===== src/sv/i2a_pkg.sv =====
// Shared constants, control structs and the digit glyph function.
package i2a_pkg;

    localparam int VALUE_BITS_DEF = 64;
    localparam int DEC_DIGITS_DEF = 20;
    localparam int IN_W           = 64;
    localparam int OP_W           = 2;
    localparam int CHAR_W         = 7;
    localparam int DIGIT_W        = 4;

    localparam logic [OP_W-1:0] OP_UDEC = 2'd0;
    localparam logic [OP_W-1:0] OP_UHEX = 2'd1;
    localparam logic [OP_W-1:0] OP_SDEC = 2'd2;

    localparam logic [CHAR_W-1:0] ASCII_MINUS   = 7'h2D;
    localparam logic [CHAR_W-1:0] ASCII_ZERO    = 7'h30;
    localparam logic [CHAR_W-1:0] ASCII_UPPER_A = 7'h41;

    localparam logic [DIGIT_W-1:0] RADIX_DEC    = 4'd10;
    localparam logic [DIGIT_W-1:0] DABBLE_LIMIT = 4'd5;
    localparam logic [DIGIT_W-1:0] DABBLE_ADJ   = 4'd3;

    // Control for the binary shift register
    typedef struct packed {
        logic load;
        logic negate;
        logic shift;
    } i2a_bin_ctrl_t;

    // Control for the digit register
    typedef struct packed {
        logic clear;
        logic bit_shift;
        logic hex;
        logic digit_shift;
    } i2a_bcd_ctrl_t;

    // Map a digit to its upper-case ASCII glyph
    function automatic logic [CHAR_W-1:0] digit_glyph(input logic [DIGIT_W-1:0] d);
        logic [CHAR_W-1:0] dx;
        dx = {{(CHAR_W-DIGIT_W){1'b0}}, d};
        if (d < RADIX_DEC) begin
            return ASCII_ZERO + dx;
        end else begin
            return ASCII_UPPER_A + dx - {{(CHAR_W-DIGIT_W){1'b0}}, RADIX_DEC};
        end
    endfunction

endpackage


===== src/sv/i2a_bin_sr.sv =====
// Binary shift register: serial two's complement negation and MSB-first shift-out.
module i2a_bin_sr import i2a_pkg::*; #(
    parameter int VALUE_BITS = VALUE_BITS_DEF
) (
    input  logic                  aclk,
    input  i2a_bin_ctrl_t         ctrl,
    input  logic [VALUE_BITS-1:0] load_value,
    output logic                  msb
);

    logic [VALUE_BITS-1:0] sr_reg, sr_next;
    logic                  carry_reg, carry_next;

    // Load, negate one bit LSB first by rotating right, or shift left
    always_comb begin
        sr_next    = sr_reg;
        carry_next = carry_reg;
        if (ctrl.load) begin
            sr_next    = load_value;
            carry_next = 1'b1;
        end else if (ctrl.negate) begin
            sr_next    = {(~sr_reg[0]) ^ carry_reg, sr_reg[VALUE_BITS-1:1]};
            carry_next = (~sr_reg[0]) & carry_reg;
        end else if (ctrl.shift) begin
            sr_next    = {sr_reg[VALUE_BITS-2:0], 1'b0};
        end
    end

    always_ff @(posedge aclk) begin
        sr_reg    <= sr_next;
        carry_reg <= carry_next;
    end

    assign msb = sr_reg[VALUE_BITS-1];

endmodule


===== src/sv/i2a_bcd.sv =====
// Digit register: shift-and-add-3 conversion one bit a cycle (plain shift in hex mode), then digit shift-out.
module i2a_bcd import i2a_pkg::*; #(
    parameter int DIGITS = DEC_DIGITS_DEF
) (
    input  logic               aclk,
    input  i2a_bcd_ctrl_t      ctrl,
    input  logic               bit_in,
    output logic [DIGIT_W-1:0] top_digit
);

    localparam int W = DIGITS * DIGIT_W;

    logic [W-1:0] dig_reg, dig_next;
    logic [W-1:0] corr;

    // In decimal mode, add three to every digit of five or more before the shift
    always_comb begin
        logic [DIGIT_W-1:0] d;
        d = '0;
        for (int i = 0; i < DIGITS; i++) begin
            d = dig_reg[i*DIGIT_W +: DIGIT_W];
            if (!ctrl.hex && d >= DABBLE_LIMIT) begin
                corr[i*DIGIT_W +: DIGIT_W] = d + DABBLE_ADJ;
            end else begin
                corr[i*DIGIT_W +: DIGIT_W] = d;
            end
        end
    end

    // Clear, take one bit, or drop the top digit
    always_comb begin
        dig_next = dig_reg;
        if (ctrl.clear) begin
            dig_next = '0;
        end else if (ctrl.bit_shift) begin
            dig_next = {corr[W-2:0], bit_in};
        end else if (ctrl.digit_shift) begin
            dig_next = {dig_reg[W-DIGIT_W-1:0], {DIGIT_W{1'b0}}};
        end
    end

    always_ff @(posedge aclk) begin
        dig_reg <= dig_next;
    end

    assign top_digit = dig_reg[W-1 -: DIGIT_W];

endmodule


===== src/sv/integer_to_ascii_digits.sv =====
// Top level: integer to ASCII digit string converter with sequencer and output register.
//
// Input channel s_*: one beat carries s_value and s_op (0 unsigned decimal,
// 1 unsigned upper-case hex, 2 signed decimal, 3 as 0). Only the low
// VALUE_BITS bits of s_value count. Output channel m_*: one beat per
// character, most significant digit first, m_last high on the final one.
// A negative signed value gives '-' first; zero gives a single '0'.
// Throughput: one number at a time. After the input beat the value is
// shifted bit-serially through a shift-and-add-3 digit register (a plain
// shift for hex), all VALUE_BITS bits (64 by default); a negative signed
// value is first negated bit-serially. Then the digit register is walked
// once, one digit a cycle while the receiver does not stall (20 digits at
// 64 bits): leading zeros are dropped, then a '-' goes out if the value was
// negative, then the remaining digits. The first character is registered
// once the leading zeros have been dropped.
// s_ready is high whenever no number is in progress, even while the final
// character still waits in the output register. A receiver stall holds
// the character and freezes the digit walk. Reset empties the output
// register and returns the sequencer to idle.
module integer_to_ascii_digits import i2a_pkg::*; #(
    parameter int VALUE_BITS = VALUE_BITS_DEF
) (
    input  logic              aclk,
    input  logic              aresetn,
    input  logic              s_valid,
    output logic              s_ready,
    input  logic [IN_W-1:0]   s_value,
    input  logic [OP_W-1:0]   s_op,
    output logic              m_valid,
    input  logic              m_ready,
    output logic [CHAR_W-1:0] m_char_out,
    output logic              m_last
);

    localparam int DEC_DIGITS = (VALUE_BITS * 30103 + 99999) / 100000;
    localparam int CNT_W      = $clog2(VALUE_BITS);

    localparam logic [2:0] ST_IDLE = 3'd0;
    localparam logic [2:0] ST_NEG  = 3'd1;
    localparam logic [2:0] ST_CONV = 3'd2;
    localparam logic [2:0] ST_SKIP = 3'd3;
    localparam logic [2:0] ST_EMIT = 3'd4;

    logic [2:0]        state_reg, state_next;
    logic [CNT_W-1:0]  cnt_reg, cnt_next;
    logic              hex_reg, hex_next;
    logic              minus_reg, minus_next;
    logic              m_valid_reg, m_valid_next;
    logic [CHAR_W-1:0] m_char_reg, m_char_next;
    logic              m_last_reg, m_last_next;

    i2a_bin_ctrl_t     bin_ctrl;
    i2a_bcd_ctrl_t     bcd_ctrl;
    logic              bin_msb;
    logic [DIGIT_W-1:0] top_digit;
    logic              accept;
    logic              out_free;
    logic              bits_done;
    logic              final_digit;
    logic              is_neg;

    assign accept      = s_valid && s_ready;
    assign out_free    = !m_valid_reg || m_ready;
    assign bits_done   = cnt_reg == CNT_W'(VALUE_BITS - 1);
    assign final_digit = cnt_reg == CNT_W'(DEC_DIGITS - 1);
    assign is_neg      = (s_op == OP_SDEC) && s_value[VALUE_BITS-1];

    // Sequence load, negation, conversion, zero skip and emission
    always_comb begin
        state_next   = state_reg;
        cnt_next     = cnt_reg;
        hex_next     = hex_reg;
        minus_next   = minus_reg;
        m_valid_next = m_valid_reg && !m_ready;
        m_char_next  = m_char_reg;
        m_last_next  = m_last_reg;
        bin_ctrl     = '0;
        bcd_ctrl     = '0;
        bcd_ctrl.hex = hex_reg;
        case (state_reg)
            ST_IDLE: begin
                if (accept) begin
                    bin_ctrl.load  = 1'b1;
                    bcd_ctrl.clear = 1'b1;
                    hex_next       = s_op == OP_UHEX;
                    minus_next     = is_neg;
                    cnt_next       = '0;
                    state_next     = is_neg ? ST_NEG : ST_CONV;
                end
            end
            ST_NEG: begin
                bin_ctrl.negate = 1'b1;
                cnt_next        = cnt_reg + 1'b1;
                if (bits_done) begin
                    cnt_next   = '0;
                    state_next = ST_CONV;
                end
            end
            ST_CONV: begin
                bin_ctrl.shift     = 1'b1;
                bcd_ctrl.bit_shift = 1'b1;
                cnt_next           = cnt_reg + 1'b1;
                if (bits_done) begin
                    cnt_next   = '0;
                    state_next = ST_SKIP;
                end
            end
            ST_SKIP: begin
                if (top_digit == '0 && !final_digit) begin
                    bcd_ctrl.digit_shift = 1'b1;
                    cnt_next             = cnt_reg + 1'b1;
                end else begin
                    state_next = ST_EMIT;
                end
            end
            ST_EMIT: begin
                if (out_free) begin
                    m_valid_next = 1'b1;
                    if (minus_reg) begin
                        m_char_next = ASCII_MINUS;
                        m_last_next = 1'b0;
                        minus_next  = 1'b0;
                    end else begin
                        m_char_next          = digit_glyph(top_digit);
                        m_last_next          = final_digit;
                        bcd_ctrl.digit_shift = 1'b1;
                        cnt_next             = cnt_reg + 1'b1;
                        if (final_digit) begin
                            state_next = ST_IDLE;
                        end
                    end
                end
            end
            default: begin
                state_next = ST_IDLE;
            end
        endcase
    end

    // Hold control state under reset, payload registers free-running
    always_ff @(posedge aclk) begin
        if (!aresetn) begin
            state_reg   <= ST_IDLE;
            m_valid_reg <= 1'b0;
        end else begin
            state_reg   <= state_next;
            m_valid_reg <= m_valid_next;
        end
        cnt_reg    <= cnt_next;
        hex_reg    <= hex_next;
        minus_reg  <= minus_next;
        m_char_reg <= m_char_next;
        m_last_reg <= m_last_next;
    end

    i2a_bin_sr #(
        .VALUE_BITS(VALUE_BITS)
    ) u_bin_sr (
        .aclk      (aclk),
        .ctrl      (bin_ctrl),
        .load_value(s_value[VALUE_BITS-1:0]),
        .msb       (bin_msb)
    );

    i2a_bcd #(
        .DIGITS(DEC_DIGITS)
    ) u_bcd (
        .aclk     (aclk),
        .ctrl     (bcd_ctrl),
        .bit_in   (bin_msb),
        .top_digit(top_digit)
    );

    assign s_ready    = state_reg == ST_IDLE;
    assign m_valid    = m_valid_reg;
    assign m_char_out = m_char_reg;
    assign m_last     = m_last_reg;

endmodule


===== config.mk =====
export PLATFORM = sky130hd
export DESIGN_NAME = integer_to_ascii_digits
export DESIGN_NICKNAME = d
export VERILOG_FILES = /design/src/sv/i2a_pkg.sv /design/src/sv/i2a_bin_sr.sv /design/src/sv/i2a_bcd.sv /design/src/sv/integer_to_ascii_digits.sv
export SDC_FILE = /design/constraint.sdc
export NUM_CORES = 1
export LEC_CHECK = 0
export ABC_AREA = 1
export ABC_CLOCK_PERIOD_IN_PS = 4250
export BUFFER_PORTS_ARGS = -buffer_cell sky130_fd_sc_hd__buf_2
export CELL_PAD_IN_SITES_DETAIL_PLACEMENT = 0
export CELL_PAD_IN_SITES_GLOBAL_PLACEMENT = 2
export CORE_MARGIN = 1
export CORE_UTILIZATION = 35
export CTS_CLUSTER_DIAMETER = 40
export CTS_CLUSTER_SIZE = 16
export DETAILED_ROUTE_END_ITERATION = 7
export GPL_ROUTABILITY_DRIVEN = 0
export PLACE_DENSITY = 0.79
export SLEW_MARGIN = 20
export SYNTH_ARGS = -nofsm -noshare
export SYNTH_HDL_FRONTEND = slang
export SYNTH_SLANG_ARGS = --single-unit

===== constraint.sdc =====
create_clock -name aclk -period 4.25 [get_ports aclk]
set_input_delay 0.85 -clock aclk [delete_from_list [all_inputs] [get_ports aclk]]
set_output_delay 0.85 -clock aclk [all_outputs]
set_load 0.05 [all_outputs]

======== After elaboration in Yosys (flattened, before gate mapping) ========
Index checks and enable logic that the tools add are counted.
storage, ports and cells
  output and inout bits ................... 10
  bits of input ports ..................... 70
  bits in registers ....................... 165
  logic and storage cells ................. 169
operators by class
  $add $sub $neg .......................... 24
  mux-type cells .......................... 54
  eq/ne operators ......................... 16
  reductions and logical operators ........ 41
  order comparisons ....................... 21
  bitwise operators ....................... 3
operators by type and width
  operator                                                            number
  two-way mux 64 bit                                                  3
  two-way mux 80 bit                                                  2
  greater-or-equal comparator 4 x 3 -> 1 bit (second input constant)  20
  adder 4 x 2 -> 4 bit (second input constant)                        19
  two-way mux 4 bit                                                   19
  two-way mux 6 bit                                                   5
  logical AND 1 bit                                                   24
  two-way mux 3 bit                                                   8
  one-hot mux 6 bit (4 select lines)                                  1
  one-hot mux 3 bit (5 select lines)                                  1
  != test 2 bit (second input constant)                               7
  two-way mux 1 bit                                                   11
  adder 6 x 4 -> 7 bit (first input constant)                         1
  adder 7 x 4 -> 7 bit (first input constant)                         1
  two-way mux 7 bit                                                   1
  AND reduction 7 bit                                                 1
  subtractor 7 x 4 -> 7 bit (second input constant)                   1
  adder 6 x 1 -> 6 bit (second input constant)                        1
  equality test 3 x 2 -> 1 bit (second input constant)                2
  equality test 6 x 5 -> 1 bit (second input constant)                1
  equality test 6 bit (second input constant)                         1
  AND reduction 5 bit                                                 1
  logical NOT 1 bit                                                   4
  logical NOT 4 bit                                                   1
  other kinds (20)                                                    23

======== Longest topological paths before layout ========
Gate-level depths: netlist of run 1.
  depth after elaboration ................. 7
  gate-level depth with buffers ........... 12
  depth with buffers taken out ............ 12

======== Hierarchy ========
From an unflattened synthesis of run 1, not the netlist that was laid out.
second synthesis, totals
  cell total of the unflattened synthesis .. 1,366
  area, all modules ....................... 10,102.2 um2
modules (own cells, without submodules)
  module                   instances  seq. area each (um2)  area an instance (um2)  cells an instance
  i2a_bcd                  1          1,601.5               5,636.7                 869
  i2a_bin_sr               1          1,941.9               3,304.4                 357
  integer_to_ascii_digits  1          560.5                 1,161.1                 140

======== Worst setup path after synthesis of run 1 ========
Ideal clock, no wire load.
  path type ............................... input -> register
  from .................................... in s_valid
  to ...................................... reg u_bin_sr.sr_reg[0], enable pin
  library setup time ...................... 853 ps
  setup slack ............................. 533 ps
  required time ........................... 3,397 ps
  arrival ................................. 2,865 ps
  cell stages on the path ................. 6
  path through ............................ inv_1 -> nor2_2 -> inv_2 -> buf_2 -> buf_2 -> nand3_1
on the way
  word-level cells in the longest chain between the ends .. 4
RTL lines
  item                          line                           RTL
  from (decl)                   integer_to_ascii_digits.sv:25  input logic s_valid,
  logical AND 1 bit             integer_to_ascii_digits.sv:62  assign accept = s_valid && s_ready;
  two-way mux 1 bit             integer_to_ascii_digits.sv:82  if (accept) begin
  two-way mux 1 bit             integer_to_ascii_digits.sv:80  case (state_reg)
  nonzero test 3 bit (no line)  --
  to (signal assigned)          i2a_bin_sr.sv:30               sr_reg <= sr_next;
  to (decl)                     i2a_bin_sr.sv:11               logic [VALUE_BITS-1:0] sr_reg, sr_next;
No other way between the ends.
A chain may end at the register's enable or synchronous reset.

======== Worst setup path after layout of run 1 ========
  from .................................... reg state_reg[2]
  to ...................................... reg u_bin_sr.sr_reg[15], enable pin
on the way
  word-level cells in the longest chain between the ends .. 5
  elaborated cells between the ends (all ways) .. 9
  those cells by class .................... eq/ne: 2; mux: 4; reduce/logical: 3
RTL lines
  item                            line                                                           RTL
  from (decl)                     integer_to_ascii_digits.sv:44                                  logic [2:0] state_reg, state_next;
  from (signal assigned)          integer_to_ascii_digits.sv:146                                 state_reg <= state_next;
  logical NOT 3 bit               integer_to_ascii_digits.sv:80, integer_to_ascii_digits.sv:174
  logical AND 1 bit               integer_to_ascii_digits.sv:62
  two-way mux 1 bit               integer_to_ascii_digits.sv:82
  two-way mux 1 bit               integer_to_ascii_digits.sv:80
  nonzero test 3 bit (no line) *  --
Every way passes the cells marked *; elsewhere a longest branch is shown, timed or not.

==> results.sh, run 1 <==
export IMPL_p_leak_nw=5.06
export IMPL_synth_top_area_frac=0.232
export IMPL_largest_reg_flops=80
export IMPL_design_area_um2=11500
export IMPL_cts_buffer_depth=2
export IMPL_drv_cap=0
export IMPL_placed_cell_area_um2=10900
export IMPL_drt_pass1_iter_count=5
export IMPL_finalMaxSlewViolations=0
export IMPL_synth_cells=1494
export IMPL_max_stage_delay_ns=0.83
export IMPL_ys_top_cells_by_area="edfxtp_1 (23%), nand2_1 (18%), dfxtp_1 (16%)"
export IMPL_cp_slowest_cell="nand3_4"
export IMPL_cp_top_family="simple AND/OR/NAND/NOR gates"
export IMPL_setup_viol=0
export IMPL_antenna_found_initial=0
export IMPL_crit_buf_inv=2
export IMPL_post_drt_wl_per_cell_um=13.4
export IMPL_crit_type="flip-flop to flip-flop"
export IMPL_ys_warn_count=0
export IMPL_layout_drive_gt1_share=0.0911
export IMPL_via_per_inst=4.87
export IMPL_fmax_mhz=375
export IMPL_track_usage=0.173
export IMPL_cts_setup_buffers=0
export IMPL_finalNetCount=1636
export IMPL_power_density_nw_per_um2=822
export IMPL_routed_wl_um=25700
export IMPL_power_w=0.00948
export IMPL_root_buffer="clkbuf_16"
export IMPL_syn2layout_area_growth_pct=11.6
export IMPL_grt_pass1_wl_um=43200
export IMPL_rows=62
export IMPL_syn_area_um2=10300
export IMPL_synth_top_cell_by_area="edfxtp_1"
export IMPL_timing_hold_violations_final=0
export IMPL_hold_path_class="flip-flop to flip-flop"
export IMPL_drc=0
export IMPL_cp_max_fo=77
export IMPL_cts_resized=0
export IMPL_post_route_period_util=0.628
export IMPL_dieArea_um2=30200
export IMPL_io_pins=80
export IMPL_synth_fp_nets=1607
export IMPL_cts_sinks=165
export IMPL_multiInputGateArea_um2=5320
export IMPL_die_h_um=174
export IMPL_ys_ff_latch=165
export IMPL_grt_ovfl_total=0
export IMPL_path_cells="inv_2 > nand2_1 > nor2_4 > inv_6 > nand3_4"
export IMPL_required_ns=4.14
export IMPL_start_util=0.358
export IMPL_ctsHoldBuffers=0
export IMPL_clock_latency_ns=0.45
export IMPL_critPathLaunchType="flip-flop"
export IMPL_peakVddDrop_uv=351
export IMPL_tightest_slew_ns=0.965
export IMPL_cts_tree="built"
export IMPL_layout_min_cycle_time_ns=2.67
export IMPL_dp_hpwl_um=16200
export IMPL_die_w_um=174
export IMPL_cts_buffers_inserted=17
export IMPL_rsz0062_at_grt="no"
export IMPL_synthDistinctLibCells=33
export IMPL_drt_iter0_markers=698
export IMPL_grt_start_max_net_pins=103
export IMPL_num_vias=9353
export IMPL_ys_seq_area_frac=0.397
export IMPL_fill_cells=3140
export IMPL_cp_arrival_ns=2.56
export IMPL_clkTransAtPathRegs_ns=0.09
export IMPL_grt_pass1_vias=8678
export IMPL_diodes=0
export IMPL_port_buffers=79
export IMPL_avgSynthCellArea_um2=6.92
export IMPL_core_um2=28900
export IMPL_worstSetupEndpointType="flip-flop"
export IMPL_outcome="complete, no violations"
export IMPL_relSlewSlack=0.357
export IMPL_antenna_left=0
export IMPL_ff_latch_area_um2=4100
export IMPL_fin_skew_ns=0.0224
export IMPL_fin_setup_tns_ns=0
export IMPL_cts_max_level=4
[final timing paths]
path	endpoint	cells past startpoint	from	slack, ns
min reg2reg	u_bcd.dig_reg[43]	2	u_bcd.dig_reg[43]	0.49
max	u_bin_sr.sr_reg[15]	5	state_reg[2]	1.58
max reg2reg	u_bin_sr.sr_reg[15]	5	state_reg[2]	1.58
min	u_bcd.dig_reg[43]	2	u_bcd.dig_reg[43]	0.49
[cell usage after synthesis, drive strengths merged]
| library cell | n |
|---|---|
| nand3 | 116 |
| o22ai | 1 |
| edfxtp | 80 |
| nand4 | 13 |
| buf | 46 |
| clkbuf | 34 |
| o32ai | 1 |
| inv | 148 |
| xor2 | 1 |
| ha | 43 |
| xnor2 | 17 |
| a31oi | 63 |
| dfxtp | 85 |
| a21boi | 1 |
| or2 | 1 |
| a21oi | 76 |
| nor2 | 160 |
| nand2 | 490 |
| nor3b | 3 |
| o211ai | 14 |
| o21ai | 100 |
| a22o | 1 |
[routing by layer]
layer / vias up / routed length, um / global-route usage
li1: 4943 / - / -
met1: 4266 / 13400 / 0.249
met2: 129 / 11400 / 0.272
met3: 15 / 798 / 0.0281
met4: 0 / 187 / 0.0376
met5: - / 0 / 0
[worst register-to-register path, cell delays in order, from the launching register on]
cell and delay [ns]:
dfxtp_1 0.45, inv_2 0.09, nand2_1 0.17, nor2_4 0.07, inv_6 0.42, nand3_4 0.84
[cell families after synthesis]
| kind of cell | count (synthesis) | share of synthesized area |
|---|---|---|
| and+or+nand+nor | 783 | 0.309 |
| AOI/OAI and AO/OA | 257 | 0.137 |
| buffers and inverters | 228 | 0.0903 |
| DFF | 165 | 0.397 |
| adders and majority gates | 43 | 0.0521 |
| xor gates and xnor gates | 18 | 0.0153 |
[cells in the final DEF (no fill, tap or decap), types with 2 or more instances in the layout]
cell type,synthesis,layout
nand2_1,488,487
nor2_1,155,155
inv_1,143,142
nand3_1,115,113
o21ai_0,100,100
dfxtp_1,85,85
edfxtp_1,80,80
buf_2,35,79
a21oi_1,76,76
a31oi_1,63,63
ha_1,43,43
xnor2_1,17,17
clkbuf_16,0,17
o211ai_1,14,14
nand4_1,13,13
buf_4,3,10
inv_8,0,6
inv_2,5,4
inv_6,0,4
nor2_2,3,2
nor2_4,1,2
nand2_2,1,2
nor3b_1,2,2
nand3_4,1,2
clkinvlp_4,0,2
clkinv_8,0,2
[stage by stage]
stage               setup slack, ns  cells  hold WS (ns)  utilization
floorplan                     0.533   1494         0.449            -
global placement               1.25   1888         0.462        0.379
finish                         1.58   1920         0.485        0.399
global route                   1.35   1920         0.509        0.399
detailed placement             1.22   1888         0.475        0.379
CTS                            1.55   1920         0.487        0.399
[area by class of cell]
type | count | share of cell area
clock buffers | 18 | 0.0372
clock inverters | 14 | 0.0130
flip-flops and latches | 165 | 0.356
well taps | 384 | 0.0417
inverters | 148 | 0.0487
multi-input cells | 1101 | 0.462
repair buffers | 90 | 0.0418
[power by group]
part | switching [W] | internal, W
Clock | 0.000775 | 0.000789
Combinational | 0.00308 | 0.00154
Sequential | 0.000590 | 0.00270
Total | 0.00445 | 0.00503
Note: power is estimated with default switching activity, not from simulation.
==> inputs of run 2 (changes only) <==
- ABC_AREA: 1 -> 0
- ABC_CLOCK_PERIOD_IN_PS: 4250 -> 2200
- PLACE_DENSITY: 0.79 -> 0.75
- clock period: 4.25 -> 2.2 ns (I/O delays scaled with it)
==> results.sh, run 2 <==
export IMPL_yosys_area_share_simple=0.135
export IMPL_synth_top_cell_by_area="edfxtp_1"
export IMPL_hold_path_class="primary input to flip-flop"
export IMPL_num_vias=7687
export IMPL_cp_slowest_cell="or3_4"
export IMPL_synth_edf_count=80
export IMPL_cp_top_family="simple AND/OR/NAND/NOR gates"
export IMPL_grt_start_max_net_pins=80
export IMPL_crit_type="flip-flop to flip-flop"
export IMPL_worstSetupEndpointType="flip-flop"
export IMPL_final_cell_mix="mux2i_1 (137), o21ai_0 (114), nand2_1 (90)"
export IMPL_timing_hold_violations_final=0
export IMPL_synth_commonest_cells="mux2i_1 (137), o21ai_0 (119), nand2_1 (92)"
export IMPL_crit_buf_inv=1
export IMPL_cp_max_fo=31
export IMPL_max_stage_delay_ns=0.45
export IMPL_cts_max_level=4
export IMPL_fin_setup_tns_ns=0
export IMPL_synthDistinctLibCells=56
export IMPL_final_setup_worst_slack_ns=0.129
export IMPL_synth_top_area_frac=0.243
export IMPL_p_leak_nw=4.10
export IMPL_tightest_slew_ns=0.459
export IMPL_die_h_um=170
export IMPL_required_ns=2.51
export IMPL_synth_compound_area_frac=0.175
export IMPL_dieArea_um2=28900
export IMPL_drt_iter0_markers=373
export IMPL_port_buffers=79
export IMPL_ys_top_cells_by_area="edfxtp_1 (24%), dfxtp_1 (17%), mux2i_1 (14%)"
export IMPL_root_buffer="clkbuf_16"
export IMPL_finalNetCount=1256
export IMPL_r2r_setup_slack_ns=0.13
export IMPL_grt_ovfl_total=0
export IMPL_dpl_worst_slack_ns=0.0177
export IMPL_post_route_period_util=0.942
export IMPL_final_common_cell="mux2i_1"
export IMPL_synth_top_family_by_area="compound AO/OA/AOI/OAI gates"
export IMPL_grt_pass1_wl_um=37800
export IMPL_dp_hpwl_um=14600
export IMPL_antenna_left=0
export IMPL_drv_cap=0
export IMPL_ys_flop_type="dfxtp_1"
export IMPL_async_reset_ff_frac=0
export IMPL_via_per_inst=5.01
export IMPL_clkTransAtPathRegs_ns=0.08
export IMPL_cp_arrival_ns=2.39
export IMPL_power_density_nw_per_um2=1680
export IMPL_ys_warn_count=0
export IMPL_track_usage=0.161
export IMPL_ctsHoldBuffers=0
export IMPL_rsz0062_at_grt="no"
export IMPL_cts_buffers_inserted=17
export IMPL_hold_depth=3
export IMPL_cts_sinks=165
export IMPL_cts_tree="built"
export IMPL_grt_pass1_vias=7501
export IMPL_fill_cells=2848
export IMPL_clock_latency_ns=0.43
export IMPL_ys_seq_area_frac=0.415
export IMPL_setup_viol=0
export IMPL_synth_xor_area_frac=0.0230
export IMPL_rows=61
export IMPL_yosysMostFrequentCell="mux2i_1"
export IMPL_syn2layout_area_growth_pct=18.0
export IMPL_fin_skew_ns=0.0145
export IMPL_die_w_um=170
export IMPL_antenna_found_initial=3
export IMPL_rr_endpoint="u_bcd.dig_reg[30]"
export IMPL_finalMaxSlewViolations=0
export IMPL_hold_start="s_value[31]"
export IMPL_routed_wl_um=22500
export IMPL_post_drt_wl_per_cell_um=14.6
export IMPL_synth_cells=1075
export IMPL_drc=0
export IMPL_peakVddDrop_uv=750
export IMPL_layout_drive_gt1_share=0.150
export IMPL_drt_pass1_iter_count=5
export IMPL_synth_fp_nets=1188
export IMPL_syn_area_um2=9890
export IMPL_r2r_cells=6
export IMPL_outcome="complete, no violations"
export IMPL_critPathLaunchType="flip-flop"
export IMPL_regToRegStartpoint="cnt_reg[2]"
export IMPL_synth_fa_ha_area_frac=0.0554
export IMPL_ys_ff_latch=165
export IMPL_largest_reg_flops=80
export IMPL_min_delay_worst_endpoint="u_bin_sr.sr_reg[31]"
export IMPL_fmax_mhz=483
export IMPL_core_um2=27800
export IMPL_synth_mux_area_frac=0.139
export IMPL_io_pins=80
export IMPL_relSlewSlack=0.694
export IMPL_cts_buffer_depth=2
export IMPL_layout_min_cycle_time_ns=2.07
export IMPL_path_cells="or3_1 > o211a_1 > or3_4 > buf_12 > o21ai_0 > a21oi_1"
export IMPL_start_util=0.356
export IMPL_avgSynthCellArea_um2=9.20
run 2: layout make-up:
type                       instances  area (um2)  area share
inverter                          64         243      0.0208
clock buffer                      17         425      0.0365
antenna                            1        2.50    0.000214
clock inverter                    15         184      0.0158
timing repair buffer             124         962      0.0824
tap                              378         473      0.0405
multi-input combinational        771        5280       0.452
sequential                       165        4100       0.352
run 2: power by group:
part / total (W) / switching [W] / internal, W
clock network: 0.00310 / 0.00153 / 0.00157
registers: 0.00624 / 0.00104 / 0.00520
logic: 0.0102 / 0.00588 / 0.00435
run 2: logic make-up (layout without fill, tap and decap cells):
logic type | Yosys count | after routing
multiplexers | 137 | 137
adder cells (fa/ha/maj) | 44 | 44
AO/OA/AOI/OAI | 289 | 289
other | 0 | 1
buffers and inverters | 139 | 220
XOR/XNOR | 26 | 26
flip-flops | 165 | 165
AND/OR/NAND/NOR | 275 | 275
run 2: worst max-delay path by stage:
stage,start,to,slack [ns],cells after the start
final,cnt_reg[2],u_bcd.dig_reg[30],0.13,6
after global routing,cnt_reg[2],u_bcd.dig_reg[34],0.003,6
after CTS,cnt_reg[2],u_bcd.dig_reg[44],0.02,5
after detailed placement,cnt_reg[2],u_bcd.dig_reg[42],0.02,6
after global placement,cnt_reg[2],u_bcd.dig_reg[26],0.05,6
after floorplan,u_bcd.dig_reg[77],cnt_reg[0],0.02,6
run 2: repair_timing:
item	CTS	global route
gates cloned	1	1
setup buffers	0	2
resized for setup	1	10
endpoints found under the setup margin	1	31
pin swaps	0	2
run 2: stage by stage:
| stage | area (um2) | instances | hold slack (ns) | util | power [W] |
|---|---|---|---|---|---|
| after floorplan | 9920 | 1075 | 0.444 | - | 0.0133 |
| after global placement | 11000 | 1498 | 0.465 | 0.395 | 0.0162 |
| after detailed placement | 11000 | 1498 | 0.466 | 0.395 | 0.0163 |
| after CTS | 11600 | 1531 | 0.253 | 0.418 | 0.0197 |
| after global routing | 11700 | 1534 | 0.263 | 0.420 | 0.0213 |
| final | 11700 | 1535 | 0.271 | 0.420 | 0.0196 |
run 2: worst register-to-register path: stages (launching register included):
cell	delay, ns
edfxtp_1	0.39
or3_1	0.42
o211a_1	0.25
or3_4	0.45
buf_12	0.20
o21ai_0	0.19
a21oi_1	0.06
run 2: layer usage:
metal / wire length (um) / global-route usage
met1: 11500 / 0.228
met2: 9970 / 0.248
met3: 865 / 0.0335
met4: 155 / 0.0380
met5: 10 / 0
